[config.mk]
export PLATFORM = sky130hd
export DESIGN_NAME = checksummed_packet_deframer
export DESIGN_NICKNAME = d
export VERILOG_FILES = /design/src/cpd_pkg.sv /design/src/cpd_frame_ctrl.sv /design/src/cpd_out_stage.sv /design/src/checksummed_packet_deframer.sv
export SDC_FILE = /design/constraint.sdc
export NUM_CORES = 1
export LEC_CHECK = 0
export BUFFER_PORTS_ARGS = -buffer_cell sky130_fd_sc_hd__buf_2
export CORE_ASPECT_RATIO = 0.6
export CORE_MARGIN = 5
export CORE_UTILIZATION = 52
export DETAILED_ROUTE_END_ITERATION = 8
export PLACE_DENSITY = 0.76
export SLEW_MARGIN = 20
export SYNTH_ARGS = -nofsm -noshare
export SYNTH_HDL_FRONTEND = slang
export SYNTH_SLANG_ARGS = --single-unit
[constraint.sdc]
create_clock -name clk -period 3.2 [get_ports clk]
set_input_delay 0.64 -clock clk [delete_from_list [all_inputs] [get_ports clk]]
set_output_delay 0.64 -clock clk [all_outputs]
set_load 0.01 [all_outputs]
[src/cpd_pkg.sv]
// ----------------------------------------------------------------------------
// cpd_pkg
// Shared phase codes, result kinds and the result record of the packet
// deframer.
// ----------------------------------------------------------------------------
package cpd_pkg;

  localparam logic [2:0] PH_START  = 3'd0;
  localparam logic [2:0] PH_LEN    = 3'd1;
  localparam logic [2:0] PH_DATA   = 3'd2;
  localparam logic [2:0] PH_CSUM   = 3'd3;
  localparam logic [2:0] PH_TRAIL1 = 3'd4;
  localparam logic [2:0] PH_TRAIL2 = 3'd5;

  localparam logic [2:0] KIND_PAYLOAD    = 3'd0;
  localparam logic [2:0] KIND_BAD_START  = 3'd1;
  localparam logic [2:0] KIND_BAD_CSUM   = 3'd2;
  localparam logic [2:0] KIND_BAD_TRAIL1 = 3'd3;
  localparam logic [2:0] KIND_END        = 3'd4;

  localparam logic [1:0] REASON_GOOD       = 2'd0;
  localparam logic [1:0] REASON_EARLY_ERR  = 2'd1;
  localparam logic [1:0] REASON_BAD_TRAIL2 = 2'd2;

  localparam logic [7:0] START_BYTE_RESET = 8'h50;
  localparam logic [7:0] CSUM_INVERT      = 8'hff;

  typedef struct packed {
    logic [2:0] kind;
    logic [7:0] payload_byte;
    logic [7:0] byte_index;
    logic       last_payload;
    logic [7:0] frame_length;
    logic       frame_good;
    logic [1:0] end_reason;
  } result_t;

endpackage

[src/cpd_frame_ctrl.sv]
// ----------------------------------------------------------------------------
// cpd_frame_ctrl
// Frame state and per-byte decode: consumes one registered byte per step and
// produces at most one result item.
// ----------------------------------------------------------------------------
module cpd_frame_ctrl (
  input  logic             clk,
  input  logic             rst_n,
  input  logic             step_en,
  input  logic [7:0]       rx_byte,
  input  logic [7:0]       start_byte,
  output logic             res_valid,
  output cpd_pkg::result_t res
);

  logic [2:0] phase_r,       phase_nxt;
  logic [7:0] bytes_left_r,  bytes_left_nxt;
  logic [7:0] running_sum_r, running_sum_nxt;
  logic       still_valid_r, still_valid_nxt;
  logic [7:0] length_seen_r, length_seen_nxt;
  logic [7:0] payload_pos_r, payload_pos_nxt;
  logic       csum_ok;

  assign csum_ok = (rx_byte == (running_sum_r ^ cpd_pkg::CSUM_INVERT));

  always_comb begin
    phase_nxt       = phase_r;
    bytes_left_nxt  = bytes_left_r;
    running_sum_nxt = running_sum_r;
    still_valid_nxt = still_valid_r;
    length_seen_nxt = length_seen_r;
    payload_pos_nxt = payload_pos_r;
    res_valid       = 1'b0;
    res             = '0;
    unique case (phase_r)
      cpd_pkg::PH_LEN: begin
        length_seen_nxt = rx_byte;
        bytes_left_nxt  = rx_byte;
        running_sum_nxt = running_sum_r + rx_byte;
        phase_nxt       = cpd_pkg::PH_DATA;
      end
      cpd_pkg::PH_DATA: begin
        res_valid          = 1'b1;
        res.kind           = cpd_pkg::KIND_PAYLOAD;
        res.payload_byte   = rx_byte;
        res.byte_index     = payload_pos_r;
        res.last_payload   = (bytes_left_r == 8'd0);
        res.frame_length   = length_seen_r;
        running_sum_nxt    = running_sum_r + rx_byte;
        payload_pos_nxt    = payload_pos_r + 8'd1;
        if (bytes_left_r == 8'd0) begin
          phase_nxt = cpd_pkg::PH_CSUM;
        end else begin
          bytes_left_nxt = bytes_left_r - 8'd1;
        end
      end
      cpd_pkg::PH_CSUM: begin
        still_valid_nxt  = csum_ok;
        res_valid        = !csum_ok;
        res.kind         = cpd_pkg::KIND_BAD_CSUM;
        res.frame_length = length_seen_r;
        phase_nxt        = cpd_pkg::PH_TRAIL1;
      end
      cpd_pkg::PH_TRAIL1: begin
        if (rx_byte != 8'd0) begin
          still_valid_nxt = 1'b0;
        end
        res_valid        = (rx_byte != 8'd0);
        res.kind         = cpd_pkg::KIND_BAD_TRAIL1;
        res.frame_length = length_seen_r;
        phase_nxt        = cpd_pkg::PH_TRAIL2;
      end
      cpd_pkg::PH_TRAIL2: begin
        res_valid        = 1'b1;
        res.kind         = cpd_pkg::KIND_END;
        res.frame_length = length_seen_r;
        if (!still_valid_r) begin
          res.end_reason = cpd_pkg::REASON_EARLY_ERR;
        end else if (rx_byte != 8'd0) begin
          res.end_reason = cpd_pkg::REASON_BAD_TRAIL2;
        end else begin
          res.end_reason = cpd_pkg::REASON_GOOD;
        end
        res.frame_good   = still_valid_r && (rx_byte == 8'd0);
        phase_nxt        = cpd_pkg::PH_START;
      end
      default: begin
        // awaiting start, unused codes included
        if (rx_byte != start_byte) begin
          res_valid = 1'b1;
          res.kind  = cpd_pkg::KIND_BAD_START;
          phase_nxt = cpd_pkg::PH_START;
        end else begin
          running_sum_nxt = rx_byte;
          payload_pos_nxt = 8'd0;
          phase_nxt       = cpd_pkg::PH_LEN;
        end
      end
    endcase
  end

  always_ff @(posedge clk) begin
    if (!rst_n) begin
      phase_r       <= cpd_pkg::PH_START;
      bytes_left_r  <= 8'd0;
      running_sum_r <= 8'd0;
      still_valid_r <= 1'b0;
      length_seen_r <= 8'd0;
      payload_pos_r <= 8'd0;
    end else if (step_en) begin
      phase_r       <= phase_nxt;
      bytes_left_r  <= bytes_left_nxt;
      running_sum_r <= running_sum_nxt;
      still_valid_r <= still_valid_nxt;
      length_seen_r <= length_seen_nxt;
      payload_pos_r <= payload_pos_nxt;
    end
  end

  a_last_to_csum: assert property (@(posedge clk) disable iff (!rst_n)
    (step_en && phase_r == cpd_pkg::PH_DATA && bytes_left_r == 8'd0)
    |=> (phase_r == cpd_pkg::PH_CSUM))
    else $error("last payload byte did not move to checksum");

  a_good_matches_reason: assert property (@(posedge clk) disable iff (!rst_n)
    (res_valid && res.kind == cpd_pkg::KIND_END)
    |-> (res.frame_good == (res.end_reason == cpd_pkg::REASON_GOOD)))
    else $error("frame verdict disagrees with end reason");

  a_pos_clear_at_len: assert property (@(posedge clk) disable iff (!rst_n)
    (phase_r == cpd_pkg::PH_LEN) |-> (payload_pos_r == 8'd0))
    else $error("payload position not cleared at frame start");

endmodule

[src/cpd_out_stage.sv]
// ----------------------------------------------------------------------------
// cpd_out_stage
// Result register: holds one result item until the consumer takes it.
// ----------------------------------------------------------------------------
module cpd_out_stage (
  input  logic             clk,
  input  logic             rst_n,
  input  logic             load,
  input  cpd_pkg::result_t res,
  input  logic             out_ready,
  output logic             out_valid,
  output logic             free,
  output cpd_pkg::result_t res_q
);

  logic             valid_r;
  cpd_pkg::result_t res_r;

  assign free      = !valid_r || out_ready;
  assign out_valid = valid_r;
  assign res_q     = res_r;

  always_ff @(posedge clk) begin
    if (!rst_n) begin
      valid_r <= 1'b0;
    end else if (load) begin
      valid_r <= 1'b1;
    end else if (out_ready) begin
      valid_r <= 1'b0;
    end
  end

  always_ff @(posedge clk) begin
    if (load) begin
      res_r <= res;
    end
  end

  a_no_overwrite: assert property (@(posedge clk) disable iff (!rst_n)
    (valid_r && !out_ready) |-> !load)
    else $error("pending result item overwritten");

endmodule

[src/checksummed_packet_deframer.sv]
// ----------------------------------------------------------------------------
// checksummed_packet_deframer
// Splits a received byte stream into start/length/payload/checksum/trailer
// frames, passing payload bytes on and reporting errors and frame verdicts.
// ----------------------------------------------------------------------------
//   channel  handshake            payload
//   in       in_valid/in_ready    in_rx_byte
//   out      out_valid/out_ready  out_result_kind .. out_end_reason
//   cfg      cfg_we               cfg_wdata (start byte)
//
// one item per cycle sustained while no result waits on out_ready; the result
// passes the input register, then the result register
// a byte that gives no result retires even while the result register is held
// reset is synchronous, active low; start byte returns to ascii P
// ----------------------------------------------------------------------------
module checksummed_packet_deframer (
  input  logic       clk,
  input  logic       rst_n,
  input  logic       in_valid,
  output logic       in_ready,
  input  logic [7:0] in_rx_byte,
  output logic       out_valid,
  input  logic       out_ready,
  output logic [2:0] out_result_kind,
  output logic [7:0] out_payload_byte,
  output logic [7:0] out_byte_index,
  output logic       out_last_payload,
  output logic [7:0] out_frame_length,
  output logic       out_frame_good,
  output logic [1:0] out_end_reason,
  input  logic       cfg_we,
  input  logic [7:0] cfg_wdata
);

  logic             s1_valid_r;
  logic [7:0]       s1_byte_r;
  logic [7:0]       start_byte_r;
  logic             res_valid;
  cpd_pkg::result_t res;
  cpd_pkg::result_t res_q;
  logic             out_free;
  logic             advance;
  logic             step_en;

  assign advance  = !res_valid || out_free;
  assign step_en  = s1_valid_r && advance;
  assign in_ready = !s1_valid_r || advance;

  always_ff @(posedge clk) begin
    if (!rst_n) begin
      start_byte_r <= cpd_pkg::START_BYTE_RESET;
    end else if (cfg_we) begin
      start_byte_r <= cfg_wdata;
    end
  end

  always_ff @(posedge clk) begin
    if (!rst_n) begin
      s1_valid_r <= 1'b0;
    end else if (in_valid && in_ready) begin
      s1_valid_r <= 1'b1;
    end else if (step_en) begin
      s1_valid_r <= 1'b0;
    end
  end

  always_ff @(posedge clk) begin
    if (in_valid && in_ready) begin
      s1_byte_r <= in_rx_byte;
    end
  end

  cpd_frame_ctrl u_ctrl (
    .clk        (clk),
    .rst_n      (rst_n),
    .step_en    (step_en),
    .rx_byte    (s1_byte_r),
    .start_byte (start_byte_r),
    .res_valid  (res_valid),
    .res        (res)
  );

  cpd_out_stage u_out (
    .clk       (clk),
    .rst_n     (rst_n),
    .load      (step_en && res_valid),
    .res       (res),
    .out_ready (out_ready),
    .out_valid (out_valid),
    .free      (out_free),
    .res_q     (res_q)
  );

  assign out_result_kind  = res_q.kind;
  assign out_payload_byte = res_q.payload_byte;
  assign out_byte_index   = res_q.byte_index;
  assign out_last_payload = res_q.last_payload;
  assign out_frame_length = res_q.frame_length;
  assign out_frame_good   = res_q.frame_good;
  assign out_end_reason   = res_q.end_reason;

  a_s1_hold: assert property (@(posedge clk) disable iff (!rst_n)
    (s1_valid_r && !in_ready) |=> (s1_valid_r && $stable(s1_byte_r)))
    else $error("stalled item lost from input register");

  a_stall_cause: assert property (@(posedge clk) disable iff (!rst_n)
    (!in_ready) |-> (res_valid && out_valid && !out_ready))
    else $error("input stalled without a blocked result");

endmodule
==> qor.csv <==
stage;metric;value;unit
logic_synthesis;syn_nets;464;
timing;fin_setup_tns;0;ns
placement;port_buffers;53;
power;p_leak;0.00188;uW
worst_setup_path;worstPathCellList;ha_1 > nand4_1 > nor3_2 > o21ai_0 > o2111a_1 > nand2_1 > buf_2;
drt;routed_wl;10700;um
timing;finalCriticalPeriod;3.00;ns
floorplanning;placementRows;25;
cts;cts_buffers;9;
cts;cts.sinks;85;
worst_setup_path;crit_arrival;2.36;ns
global_route;antenna_found_initial;0;
worst_setup_path;crit_path_start_kind;register;
global_route;grt_max_degree;26;
logic_synthesis;synth_commonest_cells;dfxtp_1 (46), nand2_1 (43), edfxtp_1 (39);
worst_setup_path;worstPathMaxFanout;7;
worst_setup_path;required;2.56;ns
logic_synthesis;synth-edff-count;39;
floorplanning;ios;54;
timing;rsz0062_at_grt;false;
drt;wl_met2;4580;um
drt;detail-route-antenna-nets;0;
run_status;status;finished, final reports clean;
drt;wl_per_cell;18.0;um
cts;cts-root-buf;clkbuf_16;
floorplanning;initial_core_util;0.536;
logic_synthesis;ys.flop_type;dfxtp_1;
logic_synthesis;yosysTopAreaCellShare;0.276;
timing;timing.fmax;334;MHz
timing;finalWorstSetupSlack;0.202;ns
cts;htree_levels;3;
cts;cts_tree;built;
logic_synthesis;synth_top_family_by_area;simple AND/OR/NAND/NOR gates;
logic_synthesis;yosysSeqAreaShare;0.493;
logic_synthesis;postSynthAreaPerCell;9.85;um2
timing;final_hold_viol_count;0;
worst_setup_path;critPathKind;reg2out;
placement;pre_cts_slack;0.377;ns
cts;clk_pin_slew_worst_paths;0.07;ns
logic_synthesis;synth_cells;431;
global_route;grt_pass1_vias;3392;
logic_synthesis;synth_top_area_cell;edfxtp_1;
logic_synthesis;synth-seq-cells;85;
timing;finalSetupViolCount;0;
worst_setup_path;end_kind;output port;
logic_synthesis;ys_types;62;
logic_synthesis;synth_xor_area_frac;0.0248;
global_route;grt_pass1_wl;17500;um
global_route;grt_use_total;0.221;
cts;worstSkewPairLatency;0.34;ns
cells_and_area;layout.nets;514;
floorplanning;fp.dieW;127;um
drt;drc;0;
timing;whs;0.452;ns
logic_synthesis;muxShareOfSynthArea;0.0239;
timing;fin_crit_sh;0.937;
timing;worst_clock_skew;0.00506;ns
logic_synthesis;async_reset_ff_frac;0;
worst_setup_path;cpMaxStageDelayCell;edfxtp_1;
power;ir_drop;0.256;mV
floorplanning;die-area;10100;um2
power;power_density;471;nW/um2
placement;place_hpwl;7560;um
logic_synthesis;synth_fa_ha_area_frac;0.0371;
timing;worst-slew-pin-transition;0.677;ns
logic_synthesis;netlist_top_cells_area;edfxtp_1 (28%), dfxtp_1 (22%), a21oi_1 (4.0%);
timing;relSlewSlack;0.548;
cells_and_area;synthToLayoutAreaGrowth;16.2;%
cells_and_area;num_antenna_cells;0;
drt;firstDrtPassIters;4;
floorplanning;core_area;7910;um2
drt;highest_layer;met4;
floorplanning;die_h;80.0;um
job;maxCapViolCount;0;
cts;ctsHoldBuffers;0;
timing;report.final.slew_viol_count;0;
drt;via_per_inst;6.02;
drt;drt-met1-wl;4940;um
placement;place_congestion;0.993;
logic_synthesis;yosysMostFrequentCell;dfxtp_1;
logic_synthesis;synth_simple_gate_area_share;0.215;
drt;dr.first_iter.drc_count;346;
logic_synthesis;synth_compound_area_frac;0.169;
worst_hold_path;hp-class;reg2reg;
logic_synthesis;ys_warn_count;0;
drt;dr_wl_met3;1010;um
drt;num_vias;3576;
logic_synthesis;syn-cell-area;4240;um2
worst_setup_path;critPathMaxStageDelay;0.55;ns
cts;clockBufferDepth;2;
cells_and_area;drive_gt1_frac;0.195;
global_route;grt_overflow;0;
[layout by cell type, fill, tap and decap left out, drive strengths merged, types with 4 or more instances in the layout]
| cell type | Yosys | routed |
|---|---|---|
| o41ai | 4 | 4 |
| xor2 | 11 | 11 |
| nand2 | 44 | 44 |
| buf | 8 | 64 |
| inv | 9 | 12 |
| a21o | 4 | 4 |
| edfxtp | 39 | 39 |
| dfxtp | 46 | 46 |
| nor2 | 27 | 27 |
| o21ai | 20 | 20 |
| mux2i | 9 | 9 |
| a2111oi | 5 | 5 |
| nor4 | 7 | 7 |
| a21oi | 35 | 35 |
| clkinv | 3 | 5 |
| and3 | 21 | 21 |
| nand4b | 5 | 5 |
| o221ai | 4 | 4 |
| ha | 11 | 11 |
| or3 | 4 | 4 |
| nand3 | 16 | 16 |
| a211oi | 4 | 4 |
| o31ai | 6 | 6 |
| nor2b | 12 | 12 |
| clkbuf | 17 | 9 |
| nor3 | 17 | 17 |
[final timing paths]
kind | startpoint | end | slack (ns) | cells after the start
max | s1_byte_r[6] | in_ready | 0.20 | 7
min reg2reg | u_ctrl.length_seen_r[3] | u_ctrl.length_seen_r[3] | 0.45 | 2
max reg2reg | s1_byte_r[6] | u_ctrl.bytes_left_r[3] | 0.39 | 8
min | u_ctrl.length_seen_r[3] | u_ctrl.length_seen_r[3] | 0.45 | 2
[critical path: cells and delay by family (launching register included)]
kind / cells / cell delay, ns
flip-flops: 1 / 0.55
adder cells (fa/ha/maj): 1 / 0.45
buffers and inverters: 1 / 0.13
AO/OA/AOI/OAI: 2 / 0.33
AND/OR/NAND/NOR: 3 / 0.55
[routing by layer]
layer,vias up,track usage
met1,1666,0.315
met4,0,0.0792
li1,1714,-
met2,179,0.321
met5,-,0
met3,17,0.0588
[power breakdown]
group	leakage (uW)	internal, uW	switching, uW	total [uW]
Clock	0.000134	536	444	980
Sequential	0.000743	1160	25.0	1190
Combinational	0.00100	56.7	94.4	151
Total	0.00188	1760	563	2320
[area by class of cell]
| type | instances | area [um2] |
|---|---|---|
| flip-flops and latches | 85 | 2090 |
| multi-input cells | 309 | 2020 |
| clock inverters | 7 | 57.6 |
| clock buffers | 9 | 225 |
| repair buffers | 64 | 360 |
| well taps | 108 | 135 |
| fillers | 656 | 2980 |
| inverters | 12 | 45.0 |
[state kept, by name, indices dropped and copies added, names as in the netlist]
register,flops
u_out.res_q,31
u_ctrl.phase_r,3
start_byte_r,8
u_ctrl.running_sum_r,8
s1_byte_r,8
u_ctrl.bytes_left_r,8
u_ctrl.still_valid_r,1
u_ctrl.length_seen_r,8
s1_valid_r,1
u_ctrl.payload_pos_r,8
u_out.out_valid,1
[stage by stage]
step                total power (uW)  cells  instance area (um2)   util
floorplan                       1300    431                 4250      -
global placement                1350    576                 4620  0.583
detailed placement              1360    576                 4620  0.583
CTS                             2330    592                 4900  0.619
global route                    2400    594                 4930  0.623
finish                          2320    594                 4930  0.623
[repair_timing]
item | 4_1_cts | 5_1_grt
endpoints found under the hold margin | 0 | 0
endpoints found under the setup margin | 0 | 1
gates resized for setup | 0 | 3
setup buffers | 0 | 2
[cell families (layout without fill, tap and decap cells)]
logic type,after synthesis,in the layout
xor gates and xnor gates,12,12
DFF,85,85
buffers and inverters,37,92
adders and majority gates,12,12
and+or+nand+nor,170,170
AOI/OAI and AO/OA,105,105
muxes,10,10
(Power assumes the default switching activity.)
